===== config.mk =====
export PLATFORM = sky130hd
export DESIGN_NAME = tabular_q_learning_step_core
export DESIGN_NICKNAME = d
export VERILOG_FILES = /design/src/design/tql_pkg.sv /design/src/design/tql_ram.sv /design/src/design/tql_mul.sv /design/src/design/tabular_q_learning_step_core.sv
export VERILOG_INCLUDE_DIRS = /design/src /design/src/design
export SDC_FILE = /design/constraint.sdc
export NUM_CORES = 2
export LEC_CHECK = 0
export BUFFER_PORTS_ARGS = -buffer_cell sky130_fd_sc_hd__buf_2
export CAP_MARGIN = 20
export CORE_ASPECT_RATIO = 1.5
export CORE_MARGIN = 1
export CORE_UTILIZATION = 45
export DETAILED_ROUTE_END_ITERATION = 12
export PLACE_DENSITY = 0.61
export SYNTH_ARGS = -nofsm -noshare
export SYNTH_HDL_FRONTEND = slang
export SYNTH_HIERARCHICAL = 1
export SYNTH_SLANG_ARGS = --single-unit

===== constraint.sdc =====
create_clock -name clock -period 8.35 [get_ports clock]
set_clock_uncertainty 0.2 [all_clocks]
set_input_delay 1.67 -clock clock [delete_from_list [all_inputs] [get_ports clock]]
set_output_delay 1.67 -clock clock [all_outputs]
set_load 0.005 [all_outputs]

===== src/design/assert_macros.svh =====
// ---------------------------------------------------------------------------
// Assertion macros
// Short forms for the concurrent checks used in the design.
// ---------------------------------------------------------------------------
`ifndef ASSERT_MACROS_SVH
`define ASSERT_MACROS_SVH

// Same-cycle implication, disabled while reset is high.
`define ASSERT_IMPLY(label, clk, rst, ante, cons, msg) \
   label: assert property (@(posedge clk) disable iff (rst) (ante) |-> (cons)) \
      else $error(msg);

// Next-cycle implication, disabled while reset is high.
`define ASSERT_NEXT(label, clk, rst, ante, cons, msg) \
   label: assert property (@(posedge clk) disable iff (rst) (ante) |=> (cons)) \
      else $error(msg);

`endif


===== src/design/tql_pkg.sv =====
// ---------------------------------------------------------------------------
// tql_pkg
// Shared types, widths and constants of the Q-learning step core.
// ---------------------------------------------------------------------------
`timescale 1ns / 1ps

package tql_pkg;

   localparam int NUM_STATES_DEF  = 5;
   localparam int NUM_ACTIONS_DEF = 10;
   localparam int SAVE_PERIOD_DEF = 10;

   localparam int Q_W      = 32;
   localparam int FRAC_W   = 16;
   localparam int LEVEL_W  = 16;
   localparam int PCT_W    = 15;
   localparam int DRAW_W   = 7;
   localparam int RND_W    = 4;
   localparam int STATE_W  = 3;
   localparam int ACTION_W = 4;
   localparam int RWD_W    = 17;
   localparam int RWD_X_W  = 24;

   // Shared multiplier: signed A times unsigned B.
   localparam int MUL_A_W = 35;
   localparam int MUL_B_W = 18;
   localparam int PROD_W  = MUL_A_W + MUL_B_W + 1;

   localparam logic [PCT_W-1:0] PCT_FULL  = 15'd25600;
   localparam int               BIN_WIDTH = 100;

   // Reward is floor((64*num + 125) / 250), done as a reciprocal product.
   localparam logic [RWD_X_W-1:0] RWD_BIAS  = 24'd125;
   localparam logic [MUL_B_W-1:0] RWD_RECIP = 18'd134217;
   localparam int                 RWD_SHIFT = 25;
   localparam logic [RWD_X_W-1:0] RWD_DIV   = 24'd250;

   localparam int CSR_ADDR_W = 5;
   localparam int CSR_DATA_W = 32;

   localparam logic [2:0] CSR_LEARN_ENABLE    = 3'd0;
   localparam logic [2:0] CSR_LEARNING_RATE   = 3'd1;
   localparam logic [2:0] CSR_DISCOUNT_FACTOR = 3'd2;
   localparam logic [2:0] CSR_EXPLORE_DECAY   = 3'd3;
   localparam logic [2:0] CSR_EXPLORE_FLOOR   = 3'd4;
   localparam logic [2:0] CSR_EXPLORE_START   = 3'd5;

   localparam logic        ENABLE_RST = 1'b1;
   localparam logic [15:0] ALPHA_RST  = 16'd655;
   localparam logic [15:0] GAMMA_RST  = 16'd58982;
   localparam logic [15:0] DECAY_RST  = 16'd65208;
   localparam logic [15:0] FLOOR_RST  = 16'd655;
   localparam logic [15:0] START_RST  = 16'd6554;

   localparam logic OP_LEARN = 1'b0;
   localparam logic OP_CLEAR = 1'b1;

   typedef enum logic [2:0] {
      ST_IDLE,
      ST_ZERO,
      ST_SCAN,
      ST_GAMMA,
      ST_TARGET,
      ST_ALPHA,
      ST_UPDATE,
      ST_FINISH
   } state_type;

   typedef enum logic [1:0] {
      MUL_REWARD,
      MUL_GAMMA,
      MUL_ALPHA,
      MUL_DECAY
   } mul_op_type;

   typedef struct packed {
      logic       go;
      mul_op_type op;
   } mul_req_type;

endpackage


===== src/design/tql_ram.sv =====
// ---------------------------------------------------------------------------
// tql_ram
// Generic memory with one write port and one registered read port.
// ---------------------------------------------------------------------------
`timescale 1ns / 1ps

module tql_ram #(
   parameter int WIDTH = 32,
   parameter int DEPTH = 50
) (
   input  logic                     clock,
   input  logic                     wr_en,
   input  logic [$clog2(DEPTH)-1:0] wr_addr,
   input  logic [WIDTH-1:0]         wr_data,
   input  logic                     rd_en,
   input  logic [$clog2(DEPTH)-1:0] rd_addr,
   output logic [WIDTH-1:0]         rd_data
);

   logic [WIDTH-1:0] mem_ff [DEPTH];
   logic [WIDTH-1:0] rd_data_ff;

   always_ff @(posedge clock) begin
      if (wr_en) begin
         mem_ff[wr_addr] <= wr_data;
      end
      if (rd_en) begin
         rd_data_ff <= mem_ff[rd_addr];
      end
   end

   assign rd_data = rd_data_ff;

endmodule


===== src/design/tql_mul.sv =====
// ---------------------------------------------------------------------------
// tql_mul
// Shared multiplier with operand selection and a registered product.
// ---------------------------------------------------------------------------
`timescale 1ns / 1ps

module tql_mul (
   input  logic                              clock,
   input  tql_pkg::mul_req_type              req,
   input  logic [tql_pkg::RWD_X_W-1:0]       reward_x,
   input  logic signed [tql_pkg::Q_W-1:0]    max_q,
   input  logic signed [tql_pkg::MUL_A_W-1:0] error,
   input  logic [15:0]                       rate,
   input  logic [15:0]                       gamma,
   input  logic [15:0]                       alpha,
   input  logic [15:0]                       decay,
   output logic signed [tql_pkg::PROD_W-1:0] product
);

   logic signed [tql_pkg::MUL_A_W-1:0] a_sel;
   logic        [tql_pkg::MUL_B_W-1:0] b_sel;
   logic signed [tql_pkg::MUL_B_W:0]   b_signed;
   logic signed [tql_pkg::PROD_W-1:0]  prod_ff;
   logic signed [tql_pkg::PROD_W-1:0]  prod_in;

   always_comb begin
      unique case (req.op)
         tql_pkg::MUL_REWARD: begin
            a_sel = $signed(tql_pkg::MUL_A_W'(reward_x));
            b_sel = tql_pkg::RWD_RECIP;
         end
         tql_pkg::MUL_GAMMA: begin
            a_sel = tql_pkg::MUL_A_W'(max_q);
            b_sel = tql_pkg::MUL_B_W'(gamma);
         end
         tql_pkg::MUL_ALPHA: begin
            a_sel = error;
            b_sel = tql_pkg::MUL_B_W'(alpha);
         end
         tql_pkg::MUL_DECAY: begin
            a_sel = $signed(tql_pkg::MUL_A_W'(rate));
            b_sel = tql_pkg::MUL_B_W'(decay);
         end
         default: begin
            a_sel = '0;
            b_sel = '0;
         end
      endcase
      b_signed = $signed({1'b0, b_sel});
      prod_in  = a_sel * b_signed;
   end

   always_ff @(posedge clock) begin
      if (req.go) begin
         prod_ff <= prod_in;
      end
   end

   assign product = prod_ff;

endmodule


===== src/design/tabular_q_learning_step_core.sv =====
// ---------------------------------------------------------------------------
// tabular_q_learning_step_core
// Q-learning step with epsilon-greedy action choice over a table in memory.
// ---------------------------------------------------------------------------
//
//   channel   ports               handshake
//   -------   -----------------   -------------------------------------------
//   request   start, req_*        taken at a clock edge with start=1, busy=0
//   result    rsp_valid, rsp_*    one-cycle strobe, cannot be held off
//   config    csr_p*              APB write at psel&penable&pwrite, pready=1
//
// A learn request keeps busy high for one pass of the row through the read
// port of the table memory, then four steps through the shared multiplier
// and a final bookkeeping step. The first learn request that touches a row
// after reset or after a clear first writes zeros across all of that row.
// Clear requests and learn requests while learning is disabled finish at once;
// busy stays low and the result strobe follows in the next cycle.
// Reset is synchronous and leaves every row marked empty; nothing stalls on the
// result side.
// ---------------------------------------------------------------------------
`timescale 1ns / 1ps
`include "assert_macros.svh"

module tabular_q_learning_step_core #(
   parameter int NUM_STATES  = tql_pkg::NUM_STATES_DEF,
   parameter int NUM_ACTIONS = tql_pkg::NUM_ACTIONS_DEF,
   parameter int SAVE_PERIOD = tql_pkg::SAVE_PERIOD_DEF
) (
   input  logic                              clock,
   input  logic                              reset,

   input  logic                              start,
   output logic                              busy,
   input  logic                              req_operation,
   input  logic [tql_pkg::LEVEL_W-1:0]       req_pollution_level,
   input  logic [tql_pkg::PCT_W-1:0]         req_system_efficiency,
   input  logic [tql_pkg::PCT_W-1:0]         req_energy_usage,
   input  logic [tql_pkg::PCT_W-1:0]         req_system_health,
   input  logic [tql_pkg::DRAW_W-1:0]        req_explore_draw,
   input  logic [tql_pkg::RND_W-1:0]         req_random_action,

   output logic                              rsp_valid,
   output logic [tql_pkg::STATE_W-1:0]       rsp_state_index,
   output logic [tql_pkg::ACTION_W-1:0]      rsp_chosen_action,
   output logic                              rsp_explored,
   output logic [tql_pkg::RWD_W-1:0]         rsp_reward_value,
   output logic signed [tql_pkg::Q_W-1:0]    rsp_new_q_value,
   output logic                              rsp_save_due,
   output logic                              rsp_updated,

   input  logic                              csr_psel,
   input  logic                              csr_penable,
   input  logic                              csr_pwrite,
   input  logic [tql_pkg::CSR_ADDR_W-1:0]    csr_paddr,
   input  logic [tql_pkg::CSR_DATA_W-1:0]    csr_pwdata,
   output logic [tql_pkg::CSR_DATA_W-1:0]    csr_prdata,
   output logic                              csr_pready
);

   localparam int DEPTH  = NUM_STATES * NUM_ACTIONS;
   localparam int AW     = $clog2(DEPTH);
   localparam int ST_W   = $clog2(NUM_STATES);
   localparam int ACT_W  = $clog2(NUM_ACTIONS);
   localparam int CNT_W  = $clog2(NUM_ACTIONS + 1);
   localparam int PH_W   = (SAVE_PERIOD > 1) ? $clog2(SAVE_PERIOD) : 1;
   localparam int NQ_W   = 40;
   localparam int MOD_W  = 6;

   // Configuration registers.
   logic        enable_ff;
   logic [15:0] alpha_ff;
   logic [15:0] gamma_ff;
   logic [15:0] decay_ff;
   logic [15:0] floor_ff;
   logic [15:0] start_rate_ff;
   logic        csr_write;
   logic [2:0]  csr_index;

   // Control state.
   tql_pkg::state_type      state_ff, state_in;
   logic [CNT_W-1:0]        cnt_ff, cnt_in;
   logic [NUM_STATES-1:0]   row_valid_ff, row_valid_in;
   logic [15:0]             rate_ff, rate_in;
   logic [31:0]             count_ff, count_in;
   logic [PH_W-1:0]         phase_ff, phase_in;
   logic                    rsp_valid_ff, rsp_valid_in;

   // Per-request payload.
   logic [ST_W-1:0]                   st_ff, st_in;
   logic [AW-1:0]                     base_ff, base_in;
   logic [tql_pkg::RWD_X_W-1:0]       x_ff, x_in;
   logic                              explored_ff, explored_in;
   logic [ACT_W-1:0]                  rnd_ff, rnd_in;
   logic [tql_pkg::RWD_W-1:0]         reward_ff, reward_in;
   logic signed [tql_pkg::Q_W-1:0]    best_ff, best_in;
   logic [ACT_W-1:0]                  arg_ff, arg_in;
   logic signed [tql_pkg::Q_W-1:0]    sel_ff, sel_in;
   logic signed [tql_pkg::Q_W-1:0]    qsa_ff, qsa_in;
   logic [ACT_W-1:0]                  action_ff, action_in;
   logic signed [tql_pkg::MUL_A_W-1:0] err_ff, err_in;

   // Result registers.
   logic [tql_pkg::STATE_W-1:0]       rsp_state_ff, rsp_state_in;
   logic [tql_pkg::ACTION_W-1:0]      rsp_action_ff, rsp_action_in;
   logic                              rsp_explored_ff, rsp_explored_in;
   logic [tql_pkg::RWD_W-1:0]         rsp_reward_ff, rsp_reward_in;
   logic signed [tql_pkg::Q_W-1:0]    rsp_q_ff, rsp_q_in;
   logic                              rsp_save_ff, rsp_save_in;
   logic                              rsp_updated_ff, rsp_updated_in;

   // Request decode, plain logic on the request ports, the rate and busy.
   logic                       accept;
   logic [tql_pkg::PCT_W-1:0]  e_sat, u_sat, h_sat;
   logic [17:0]                num;
   logic [ST_W-1:0]            st_calc;
   logic [MOD_W-1:0]           rnd_mod;
   logic [22:0]                draw_scaled;
   logic [22:0]                rate_scaled;

   // Datapath helpers.
   tql_pkg::mul_req_type               mul_req;
   logic signed [tql_pkg::PROD_W-1:0]  product;
   logic                               ram_wr_en;
   logic [AW-1:0]                      ram_wr_addr;
   logic [tql_pkg::Q_W-1:0]            ram_wr_data;
   logic                               ram_rd_en;
   logic [AW-1:0]                      ram_rd_addr;
   logic [tql_pkg::Q_W-1:0]            ram_rd_data;
   logic signed [tql_pkg::Q_W-1:0]     rd_value;
   logic [ACT_W-1:0]                   scan_idx;
   logic [tql_pkg::RWD_W-1:0]          q0;
   logic [24:0]                        q0_times;
   logic [tql_pkg::RWD_X_W-1:0]        rwd_rem;
   logic signed [tql_pkg::MUL_A_W-1:0] scaled_gamma;
   logic signed [NQ_W-1:0]             nq_wide;
   logic [NQ_W-tql_pkg::Q_W:0]         nq_top;
   logic signed [tql_pkg::Q_W-1:0]     nq_sat;
   logic [15:0]                        decayed;
   logic [PH_W-1:0]                    phase_next;

   // -----------------------------------------------------------------------
   // Configuration port. Register i sits at byte address 4*i; pready is tied
   // high so every write completes in its access cycle.
   // -----------------------------------------------------------------------
   assign csr_pready = 1'b1;
   assign csr_write  = csr_psel & csr_penable & csr_pwrite;
   assign csr_index  = csr_paddr[4:2];

   always_ff @(posedge clock) begin
      if (reset) begin
         enable_ff     <= tql_pkg::ENABLE_RST;
         alpha_ff      <= tql_pkg::ALPHA_RST;
         gamma_ff      <= tql_pkg::GAMMA_RST;
         decay_ff      <= tql_pkg::DECAY_RST;
         floor_ff      <= tql_pkg::FLOOR_RST;
         start_rate_ff <= tql_pkg::START_RST;
      end else if (csr_write) begin
         unique case (csr_index)
            tql_pkg::CSR_LEARN_ENABLE:    enable_ff     <= csr_pwdata[0];
            tql_pkg::CSR_LEARNING_RATE:   alpha_ff      <= csr_pwdata[15:0];
            tql_pkg::CSR_DISCOUNT_FACTOR: gamma_ff      <= csr_pwdata[15:0];
            tql_pkg::CSR_EXPLORE_DECAY:   decay_ff      <= csr_pwdata[15:0];
            tql_pkg::CSR_EXPLORE_FLOOR:   floor_ff      <= csr_pwdata[15:0];
            tql_pkg::CSR_EXPLORE_START:   start_rate_ff <= csr_pwdata[15:0];
            default: begin
            end
         endcase
      end
   end

   always_comb begin
      unique case (csr_index)
         tql_pkg::CSR_LEARN_ENABLE:    csr_prdata = tql_pkg::CSR_DATA_W'(enable_ff);
         tql_pkg::CSR_LEARNING_RATE:   csr_prdata = tql_pkg::CSR_DATA_W'(alpha_ff);
         tql_pkg::CSR_DISCOUNT_FACTOR: csr_prdata = tql_pkg::CSR_DATA_W'(gamma_ff);
         tql_pkg::CSR_EXPLORE_DECAY:   csr_prdata = tql_pkg::CSR_DATA_W'(decay_ff);
         tql_pkg::CSR_EXPLORE_FLOOR:   csr_prdata = tql_pkg::CSR_DATA_W'(floor_ff);
         tql_pkg::CSR_EXPLORE_START:   csr_prdata = tql_pkg::CSR_DATA_W'(start_rate_ff);
         default:                      csr_prdata = '0;
      endcase
   end

   // -----------------------------------------------------------------------
   // Request decode. The percentages saturate at 100 percent, the pollution
   // level is binned by comparing against each threshold, and the random
   // action is reduced modulo the action count by repeated subtraction (the
   // draw is only four bits, so eight steps always suffice).
   // -----------------------------------------------------------------------
   assign busy   = (state_ff != tql_pkg::ST_IDLE);
   assign accept = start & ~busy;

   always_comb begin
      e_sat = (req_system_efficiency > tql_pkg::PCT_FULL) ? tql_pkg::PCT_FULL
                                                          : req_system_efficiency;
      u_sat = (req_energy_usage > tql_pkg::PCT_FULL) ? tql_pkg::PCT_FULL
                                                     : req_energy_usage;
      h_sat = (req_system_health > tql_pkg::PCT_FULL) ? tql_pkg::PCT_FULL
                                                      : req_system_health;

      // Weighted sum 5e + 3(100% - u) + 2h, at most 256000.
      num = 18'({e_sat, 2'b00}) + 18'(e_sat)
          + 18'({tql_pkg::PCT_FULL - u_sat, 1'b0}) + 18'(tql_pkg::PCT_FULL - u_sat)
          + 18'({h_sat, 1'b0});

      st_calc = '0;
      for (int k = 1; k < NUM_STATES; k++) begin
         if (req_pollution_level >= tql_pkg::LEVEL_W'(k * tql_pkg::BIN_WIDTH)) begin
            st_calc = ST_W'(k);
         end
      end

      rnd_mod = MOD_W'(req_random_action);
      for (int k = 0; k < 8; k++) begin
         if (rnd_mod >= MOD_W'(NUM_ACTIONS)) begin
            rnd_mod = rnd_mod - MOD_W'(NUM_ACTIONS);
         end
      end

      // Explore when draw * 65536 < rate * 100, using the rate before decay.
      draw_scaled = {req_explore_draw, 16'b0};
      rate_scaled = 23'(rate_ff) * 23'(100);
   end

   // -----------------------------------------------------------------------
   // Datapath helpers shared by the sequencer.
   // -----------------------------------------------------------------------
   always_comb begin
      rd_value = $signed(ram_rd_data);
      scan_idx = ACT_W'(cnt_ff - CNT_W'(1));

      // Reward correction: the reciprocal product is the quotient or one less.
      q0       = product[tql_pkg::RWD_SHIFT +: tql_pkg::RWD_W];
      q0_times = {q0, 8'b0} - 25'({q0, 2'b0}) - 25'({q0, 1'b0});
      rwd_rem  = x_ff - q0_times[tql_pkg::RWD_X_W-1:0];

      // gamma * maxQ and alpha * error, floored by the arithmetic shift.
      scaled_gamma = tql_pkg::MUL_A_W'(product >>> tql_pkg::FRAC_W);
      nq_wide      = NQ_W'(qsa_ff) + NQ_W'(product >>> tql_pkg::FRAC_W);
      nq_top       = nq_wide[NQ_W-1:tql_pkg::Q_W-1];
      if (nq_top != '0 && nq_top != '1) begin
         nq_sat = nq_wide[NQ_W-1] ? {1'b1, {(tql_pkg::Q_W-1){1'b0}}}
                                  : {1'b0, {(tql_pkg::Q_W-1){1'b1}}};
      end else begin
         nq_sat = nq_wide[tql_pkg::Q_W-1:0];
      end

      decayed = product[31:16];

      // Save phase tracks count modulo the period; a counter wrap restarts it.
      if (count_ff == '1 || phase_ff == PH_W'(SAVE_PERIOD - 1)) begin
         phase_next = '0;
      end else begin
         phase_next = phase_ff + PH_W'(1);
      end
   end

   // -----------------------------------------------------------------------
   // Sequencer.
   //   IDLE   : take a request; clears and disabled learns finish here.
   //   ZERO   : first use of a row since clear, write zeros across it.
   //   SCAN   : read the row, track maximum, argmax and the explored entry.
   //            The reward product is formed and corrected during the scan.
   //   GAMMA  : gamma * maxQ on the multiplier.
   //   TARGET : error = reward + gamma*maxQ - Q(s,a).
   //   ALPHA  : alpha * error on the multiplier.
   //   UPDATE : saturate and write the entry back; start the rate decay.
   //   FINISH : floor the rate, count the iteration and post the result.
   // -----------------------------------------------------------------------
   always_comb begin
      state_in     = state_ff;
      cnt_in       = cnt_ff;
      row_valid_in = row_valid_ff;
      rate_in      = rate_ff;
      count_in     = count_ff;
      phase_in     = phase_ff;
      rsp_valid_in = 1'b0;

      st_in       = st_ff;
      base_in     = base_ff;
      x_in        = x_ff;
      explored_in = explored_ff;
      rnd_in      = rnd_ff;
      reward_in   = reward_ff;
      best_in     = best_ff;
      arg_in      = arg_ff;
      sel_in      = sel_ff;
      qsa_in      = qsa_ff;
      action_in   = action_ff;
      err_in      = err_ff;

      rsp_state_in    = rsp_state_ff;
      rsp_action_in   = rsp_action_ff;
      rsp_explored_in = rsp_explored_ff;
      rsp_reward_in   = rsp_reward_ff;
      rsp_q_in        = rsp_q_ff;
      rsp_save_in     = rsp_save_ff;
      rsp_updated_in  = rsp_updated_ff;

      mul_req.go  = 1'b0;
      mul_req.op  = tql_pkg::MUL_REWARD;
      ram_wr_en   = 1'b0;
      ram_wr_addr = base_ff + AW'(cnt_ff);
      ram_wr_data = '0;
      ram_rd_en   = 1'b0;
      ram_rd_addr = base_ff + AW'(cnt_ff);

      unique case (state_ff)
         tql_pkg::ST_IDLE: begin
            if (accept) begin
               if (req_operation == tql_pkg::OP_CLEAR) begin
                  row_valid_in    = '0;
                  count_in        = '0;
                  phase_in        = '0;
                  rate_in         = start_rate_ff;
                  rsp_valid_in    = 1'b1;
                  rsp_state_in    = '0;
                  rsp_action_in   = '0;
                  rsp_explored_in = 1'b0;
                  rsp_reward_in   = '0;
                  rsp_q_in        = '0;
                  rsp_save_in     = 1'b0;
                  rsp_updated_in  = 1'b1;
               end else if (!enable_ff) begin
                  rsp_valid_in    = 1'b1;
                  rsp_state_in    = '0;
                  rsp_action_in   = '0;
                  rsp_explored_in = 1'b0;
                  rsp_reward_in   = '0;
                  rsp_q_in        = '0;
                  rsp_save_in     = 1'b0;
                  rsp_updated_in  = 1'b0;
               end else begin
                  st_in       = st_calc;
                  base_in     = AW'(st_calc * NUM_ACTIONS);
                  x_in        = {num, 6'b0} + tql_pkg::RWD_BIAS;
                  explored_in = (draw_scaled < rate_scaled);
                  rnd_in      = ACT_W'(rnd_mod);
                  cnt_in      = '0;
                  state_in    = row_valid_ff[st_calc] ? tql_pkg::ST_SCAN
                                                      : tql_pkg::ST_ZERO;
               end
            end
         end

         tql_pkg::ST_ZERO: begin
            ram_wr_en = 1'b1;
            if (cnt_ff == CNT_W'(NUM_ACTIONS - 1)) begin
               row_valid_in[st_ff] = 1'b1;
               cnt_in              = '0;
               state_in            = tql_pkg::ST_SCAN;
            end else begin
               cnt_in = cnt_ff + CNT_W'(1);
            end
         end

         tql_pkg::ST_SCAN: begin
            if (cnt_ff < CNT_W'(NUM_ACTIONS)) begin
               ram_rd_en = 1'b1;
            end
            if (cnt_ff == '0) begin
               mul_req.go = 1'b1;
               mul_req.op = tql_pkg::MUL_REWARD;
            end
            if (cnt_ff == CNT_W'(1)) begin
               reward_in = (rwd_rem >= tql_pkg::RWD_DIV) ? q0 + tql_pkg::RWD_W'(1) : q0;
            end
            if (cnt_ff != '0) begin
               // Strictly greater keeps the lowest index among equal maxima.
               if (cnt_ff == CNT_W'(1) || rd_value > best_ff) begin
                  best_in = rd_value;
                  arg_in  = scan_idx;
               end
               if (scan_idx == rnd_ff) begin
                  sel_in = rd_value;
               end
            end
            if (cnt_ff == CNT_W'(NUM_ACTIONS)) begin
               state_in = tql_pkg::ST_GAMMA;
            end else begin
               cnt_in = cnt_ff + CNT_W'(1);
            end
         end

         tql_pkg::ST_GAMMA: begin
            mul_req.go = 1'b1;
            mul_req.op = tql_pkg::MUL_GAMMA;
            qsa_in     = explored_ff ? sel_ff : best_ff;
            action_in  = explored_ff ? rnd_ff : arg_ff;
            state_in   = tql_pkg::ST_TARGET;
         end

         tql_pkg::ST_TARGET: begin
            err_in   = $signed(tql_pkg::MUL_A_W'(reward_ff)) + scaled_gamma
                     - tql_pkg::MUL_A_W'(qsa_ff);
            state_in = tql_pkg::ST_ALPHA;
         end

         tql_pkg::ST_ALPHA: begin
            mul_req.go = 1'b1;
            mul_req.op = tql_pkg::MUL_ALPHA;
            state_in   = tql_pkg::ST_UPDATE;
         end

         tql_pkg::ST_UPDATE: begin
            ram_wr_en   = 1'b1;
            ram_wr_addr = base_ff + AW'(action_ff);
            ram_wr_data = nq_sat;
            rsp_q_in    = nq_sat;
            mul_req.go  = 1'b1;
            mul_req.op  = tql_pkg::MUL_DECAY;
            state_in    = tql_pkg::ST_FINISH;
         end

         tql_pkg::ST_FINISH: begin
            rate_in         = (decayed < floor_ff) ? floor_ff : decayed;
            count_in        = count_ff + 32'd1;
            phase_in        = phase_next;
            rsp_valid_in    = 1'b1;
            rsp_state_in    = tql_pkg::STATE_W'(st_ff);
            rsp_action_in   = tql_pkg::ACTION_W'(action_ff);
            rsp_explored_in = explored_ff;
            rsp_reward_in   = reward_ff;
            rsp_save_in     = (phase_next == '0);
            rsp_updated_in  = 1'b1;
            state_in        = tql_pkg::ST_IDLE;
         end

         default: begin
            state_in = tql_pkg::ST_IDLE;
         end
      endcase
   end

   always_ff @(posedge clock) begin
      if (reset) begin
         state_ff     <= tql_pkg::ST_IDLE;
         cnt_ff       <= '0;
         row_valid_ff <= '0;
         rate_ff      <= tql_pkg::START_RST;
         count_ff     <= '0;
         phase_ff     <= '0;
         rsp_valid_ff <= 1'b0;
      end else begin
         state_ff     <= state_in;
         cnt_ff       <= cnt_in;
         row_valid_ff <= row_valid_in;
         rate_ff      <= rate_in;
         count_ff     <= count_in;
         phase_ff     <= phase_in;
         rsp_valid_ff <= rsp_valid_in;
      end
   end

   always_ff @(posedge clock) begin
      st_ff           <= st_in;
      base_ff         <= base_in;
      x_ff            <= x_in;
      explored_ff     <= explored_in;
      rnd_ff          <= rnd_in;
      reward_ff       <= reward_in;
      best_ff         <= best_in;
      arg_ff          <= arg_in;
      sel_ff          <= sel_in;
      qsa_ff          <= qsa_in;
      action_ff       <= action_in;
      err_ff          <= err_in;
      rsp_state_ff    <= rsp_state_in;
      rsp_action_ff   <= rsp_action_in;
      rsp_explored_ff <= rsp_explored_in;
      rsp_reward_ff   <= rsp_reward_in;
      rsp_q_ff        <= rsp_q_in;
      rsp_save_ff     <= rsp_save_in;
      rsp_updated_ff  <= rsp_updated_in;
   end

   // -----------------------------------------------------------------------
   // Table memory and the shared multiplier.
   // -----------------------------------------------------------------------
   tql_ram #(
      .WIDTH (tql_pkg::Q_W),
      .DEPTH (DEPTH)
   ) u_table (
      .clock   (clock),
      .wr_en   (ram_wr_en),
      .wr_addr (ram_wr_addr),
      .wr_data (ram_wr_data),
      .rd_en   (ram_rd_en),
      .rd_addr (ram_rd_addr),
      .rd_data (ram_rd_data)
   );

   tql_mul u_mul (
      .clock    (clock),
      .req      (mul_req),
      .reward_x (x_ff),
      .max_q    (best_ff),
      .error    (err_ff),
      .rate     (rate_ff),
      .gamma    (gamma_ff),
      .alpha    (alpha_ff),
      .decay    (decay_ff),
      .product  (product)
   );

   assign rsp_valid         = rsp_valid_ff;
   assign rsp_state_index   = rsp_state_ff;
   assign rsp_chosen_action = rsp_action_ff;
   assign rsp_explored      = rsp_explored_ff;
   assign rsp_reward_value  = rsp_reward_ff;
   assign rsp_new_q_value   = rsp_q_ff;
   assign rsp_save_due      = rsp_save_ff;
   assign rsp_updated       = rsp_updated_ff;

   // -----------------------------------------------------------------------
   // Checks.
   // -----------------------------------------------------------------------
   `ASSERT_IMPLY(a_scan_row_valid, clock, reset, state_ff == tql_pkg::ST_SCAN,
                 row_valid_ff[st_ff], "row scanned before it was zeroed")
   `ASSERT_NEXT(a_finish_posts, clock, reset, state_ff == tql_pkg::ST_FINISH,
                rsp_valid_ff && rsp_updated_ff, "finished step posted no result")
   `ASSERT_IMPLY(a_result_source, clock, reset, rsp_valid_ff,
                 $past(state_ff) == tql_pkg::ST_FINISH || $past(accept),
                 "result strobe without a finished request")
   `ASSERT_NEXT(a_clear_rows, clock, reset,
                accept && req_operation == tql_pkg::OP_CLEAR,
                row_valid_ff == '0 && count_ff == '0, "clear left table state")

endmodule


# After elaboration in Yosys (flattened, before gate mapping)
# Memories as Yosys holds them, arrays and structs flattened. A register that Yosys moved wholly into a read port is not among the register bits.
# Cells that the tools add are included.
[op_classes]
add_sub_neg = 28
mul = 3
n_lt_le_gt_ge = 23
eq_ne = 30
n_mux = 92
bitwise = 6
n_reduce_logical = 33
[op_table]
columns = ["cell", "n"]
rows = [
  ["$mux 32", 9],
  ["$pmux 35 s4", 1],
  ["$pmux 32 s2", 2],
  ["$pmux 16 s6", 1],
  ["$pmux 18 s4", 1],
  ["$mux 17", 4],
  ["$mul 35x19->54", 1],
  ["$mux 4", 13],
  ["$mux 16", 3],
  ["$mux 6", 8],
  ["$gt 15x15->1 const B", 3],
  ["$mux 15", 3],
  ["$ge 6x4->1 const B", 7],
  ["$add 32x38->39", 1],
  ["$add 18x16->18", 2],
  ["$mux 3", 12],
  ["$sub 6x4->6 const B", 6],
  ["$add 18x35->35", 1],
  ["$sub 35x32->35", 1],
  ["$pmux 17 s2", 1],
  ["$add 32x1->32 const B", 1],
  ["$eq 32x32->1 const B", 1],
  ["$ge 16x9->1 const B", 2],
  ["$gt 32x32->1", 1],
  ["other kinds (66)", 130],
]
[totals]
ff_bits = 452
ram_bits = 1600
in_bits = 116
out_inout_bits = 94
word_cells = 249
n_memories = 1
[mem_list]
columns = ["name", "words", "width", "rd", "rd_ports_with_merged_regs", "wr", "line_no", "text"]
rows = [
  ["u_table.mem_ff", 50, 32, 1, 1, 1, "tql_ram.sv:20", "logic [WIDTH-1:0] mem_ff [DEPTH];"],
]

# Longest topological paths before layout
[depth]
ltp_word = 16
depth_mapped = 36
mapped_depth_nobuf = 35

# Cells and area by module
# Netlist, hierarchy kept.
[by_module_without_submodules]
columns = ["module", "instances", "cells_each", "area_each_um2", "seq_area_each_um2"]
rows = [
  ["tql_ram", 1, 2733, 62080.8, 49007.0],
  ["tabular_q_learning_step_core", 1, 2962, 28213.3, 10219.8],
  ["tql_mul", 1, 2739, 23890.4, 1621.6],
]

# Worst setup path before layout
# OpenSTA, ideal clock, no wires.
[synth_path]
kind = "reg-to-reg"
start = "register state_ff[1]"
end = "register u_mul.prod_ff (netlist bit u_mul/product[53]) (data pin)"
setup_time_ns = 0.259
arrival_time_ns = 8.553
required_time_ns = 7.891
path_slack_ns = -0.662
stages_incl_launch_ff = 35
n_path_buf = 7
path_cell_list = "dfxtp_1 -> clkbuf_1 -> nor2b_1 -> nand2_1 -> clkbuf_1 -> o21ai_0 -> buf_4 -> buf_2 -> buf_4 -> buf_4 -> mux2i_1 -> nand2_1 -> o21ai_1 -> clkbuf_1 -> nor2_1 -> fa_1 -> fa_1 -> fa_1 -> inv_1 -> fa_1 -> inv_1 -> fa_1 -> inv_1 -> fa_1 -> inv_1 -> ha_1 -> a21oi_1 -> nor2b_1 -> o21ai_0 -> or2b_2 -> a211o_1 -> a21oi_1 -> o21ai_0 -> a21oi_1 -> xnor2_1"
[synth_rtl]
columns = ["item", "line_no", "text"]
rows = [
  ["from (decl)", "tabular_q_learning_step_core.sv:80", "tql_pkg::state_type state_ff, state_in;"],
  ["from (signal assigned)", "tabular_q_learning_step_core.sv:436", "state_ff <= tql_pkg::ST_IDLE;"],
  ["from (signal assigned)", "tabular_q_learning_step_core.sv:444", "state_ff <= state_in;"],
  ["to (signal assigned)", "tql_mul.sv:55", "prod_ff <= prod_in;"],
  ["to (decl)", "tql_mul.sv:23", "logic signed [tql_pkg::PROD_W-1:0] prod_ff;"],
]

==> impl_results.md <==
- Vias per inst: 5.70
- Hpwl dp: 242000 µm
- Reg2reg setup slack: 0.11 ns
- CP max stage delay: 0.55 ns
- 1st-iter DRT viols: just under 6000
- TritonCTS clock tree: done
- WL met3: 17000 µm
- Clk sinks: 2059
- Via count: 72000
- H-Tree Depth: 4
- Final period util: 98.7%
- Largest net degree at the start of global routing: 104
- GR Util All Layers: 26.4%
- Synth-to-Final Area Change: 16.6%
- Die Area: ~250000 µm²
- TritonCTS buffer count: about 200
- Crit Path Category: flip-flop to flip-flop
- Min Tclk post-route: 8.24 ns
- Synthesized area per cell: 13.5 µm²
- Initial antenna violation count: 12
- Hold Crit Class: flip-flop to flip-flop
- Critical Path Most Common Cell: fa_1
- Peak Freq: 121 MHz
- WP buf/inv: 14
- Worst EP arrival: 8.58 ns
- CP Launch Type: flip-flop
- Gpl congestion: 0.976
- Cell Area, Synth: 114000 µm²
- Max-slew violation count: 0
- Initial Util: 45.3%
- Routed length on met2: 178000 µm
- Mapped Cells: 8388
- Setup-failing EPs final: 0
- GRT overflow: 0
- Top sig layer: met5
- Hold slack: 0.277 ns
- Die width: 412 µm
- Detail Route Antenna Nets: 0
- Worst Path Required: 8.70 ns
- # Max-Cap Violations: 0
- Insertion delay to the later sink of the worst-skew pair: 0.87 ns
- Share of layout cells above drive strength 1: 22.0%
- IO Count: 210
- Worst-margin pin slew: between 1 and 1.5 ns
- Routed wire length: 337000 µm
- First-pass detailed-route iteration total: 6
- Yosys warns: 6
- DRC: 0
- Cell family with most CP delay: adder cells
- Fin. Hold Viols: 0
- Slew HR: 20.5%
- Fill cells: 20900
- Average wire per standard cell: 26.6 µm
- Clock buffer depth: 4
- I/O Buffers: 172
- CTS root buffer: clkbuf_16
- Core area: ~250000 µm²
- First-pass GRT wire length: 490000 µm
- Crit Path Max Fanout: 7
- Met1 WL: 118000 µm
- Status: completed
- Clock-pin slew of the registers on the worst-case setup and hold paths: 0.06 ns
- Layout Nets: 10400
- Slowest CP cell: fa_1
- Die height: 617 µm
- Crit end category: flip-flop
- Vias in the first global route: 74700
- RSZ-0062 raised after global routing: yes
- Row Count: 225
==> worst reg2reg max path: cells and delay by family, from the launching register on <==
kind,cells,cell delay [ns]
compound gates,7,1.04
xor+xnor,1,0.15
fa+ha+maj,7,3.37
buf+inv,14,1.61
flops,1,0.35
simple gates,8,1.16
==> what timing repair did <==
action,in CTS,in global routing
buffers inserted,20,55
gates resized for setup,103,285
endpoints found under the hold margin,0,0
setup endpoints to repair,32,29
hold buffers,0,0
gates cloned,2,6
pin swaps,38,194
==> registers in the layout, indices dropped and copies added (netlist names), 18 cells and up <==
name and count:
qsa_ff 32, x_ff 18, u_table/rd_data 32, sel_ff 32
rsp_new_q_value 32, err_ff 35, u_mul/product 38, u_table/mem_ff 1600
count_ff 32, best_ff 32
==> final timing paths <==
path,start,to,depth (start not counted)
setup / recovery,state_ff[0],u_mul/product[52],37
hold / removal,alpha_ff[11],alpha_ff[11],2
setup reg to reg,state_ff[0],u_mul/product[52],37
hold reg to reg,alpha_ff[11],alpha_ff[11],2
==> per-stage QoR <==
step / setup TNS, ns / area [µm²] / worst slack [ns] / utilization [%] / cells
2_1_floorplan: 0 / 114000 / 0.0200 / - / 8422
3_3_place_gp: -10.39 / 123000 / -0.730 / 49.3 / 12200
3_5_place_dp: -11.26 / 124000 / -0.753 / 49.3 / 12200
4_1_cts: 0 / 131000 / 0.00149 / 52.1 / 12600
5_1_grt: -0.138 / 132000 / -0.0473 / 52.8 / 12600
6_report: 0 / 132000 / 0.112 / 52.8 / 12600
==> routing by layer <==
metal	track usage [%]	up-vias
li1	-	31500
met1	29.8	37300
met2	47.6	2411
met3	3.21	767
met4	15.3	6
met5	0	-
==> cell type report <==
class	instances	area, µm²	area share [%]
Timing Repair Buffer	938	7910	5.97
Sequential cell	2059	60400	45.6
Tap cell	3291	4120	3.11
Multi-Input combinational cell	4867	49300	37.3
Inverter	1119	4210	3.18
Clock inverter	130	1310	0.986
Antenna cell	7	17.5	0.0132
Clock buffer	223	5100	3.85
==> cells in the final DEF (no fill, tap or decap), types with 45 or more instances in the layout <==
cell,n
a21o_1,76
buf_2,171
buf_12,72
buf_4,639
nand2b_1,48
xor2_1,86
ha_1,391
dfxtp_1,144
nor2_1,441
nor2_4,60
a22oi_1,137
o21ai_0,159
a211o_1,55
mux2i_1,229
nand2_1,603
fa_1,630
xnor2_1,134
mux4_2,340
nor2b_1,81
clkinv_1,49
mux2_2,54
nand4_1,45
nand3_1,68
clkbuf_16,206
edfxtp_1,1913
and2_1,48
a21oi_1,249
inv_1,1086
Power is left out: the tool's default activity adds up to more than one toggle a clock period on the data nets, which glitch-free logic cannot reach.
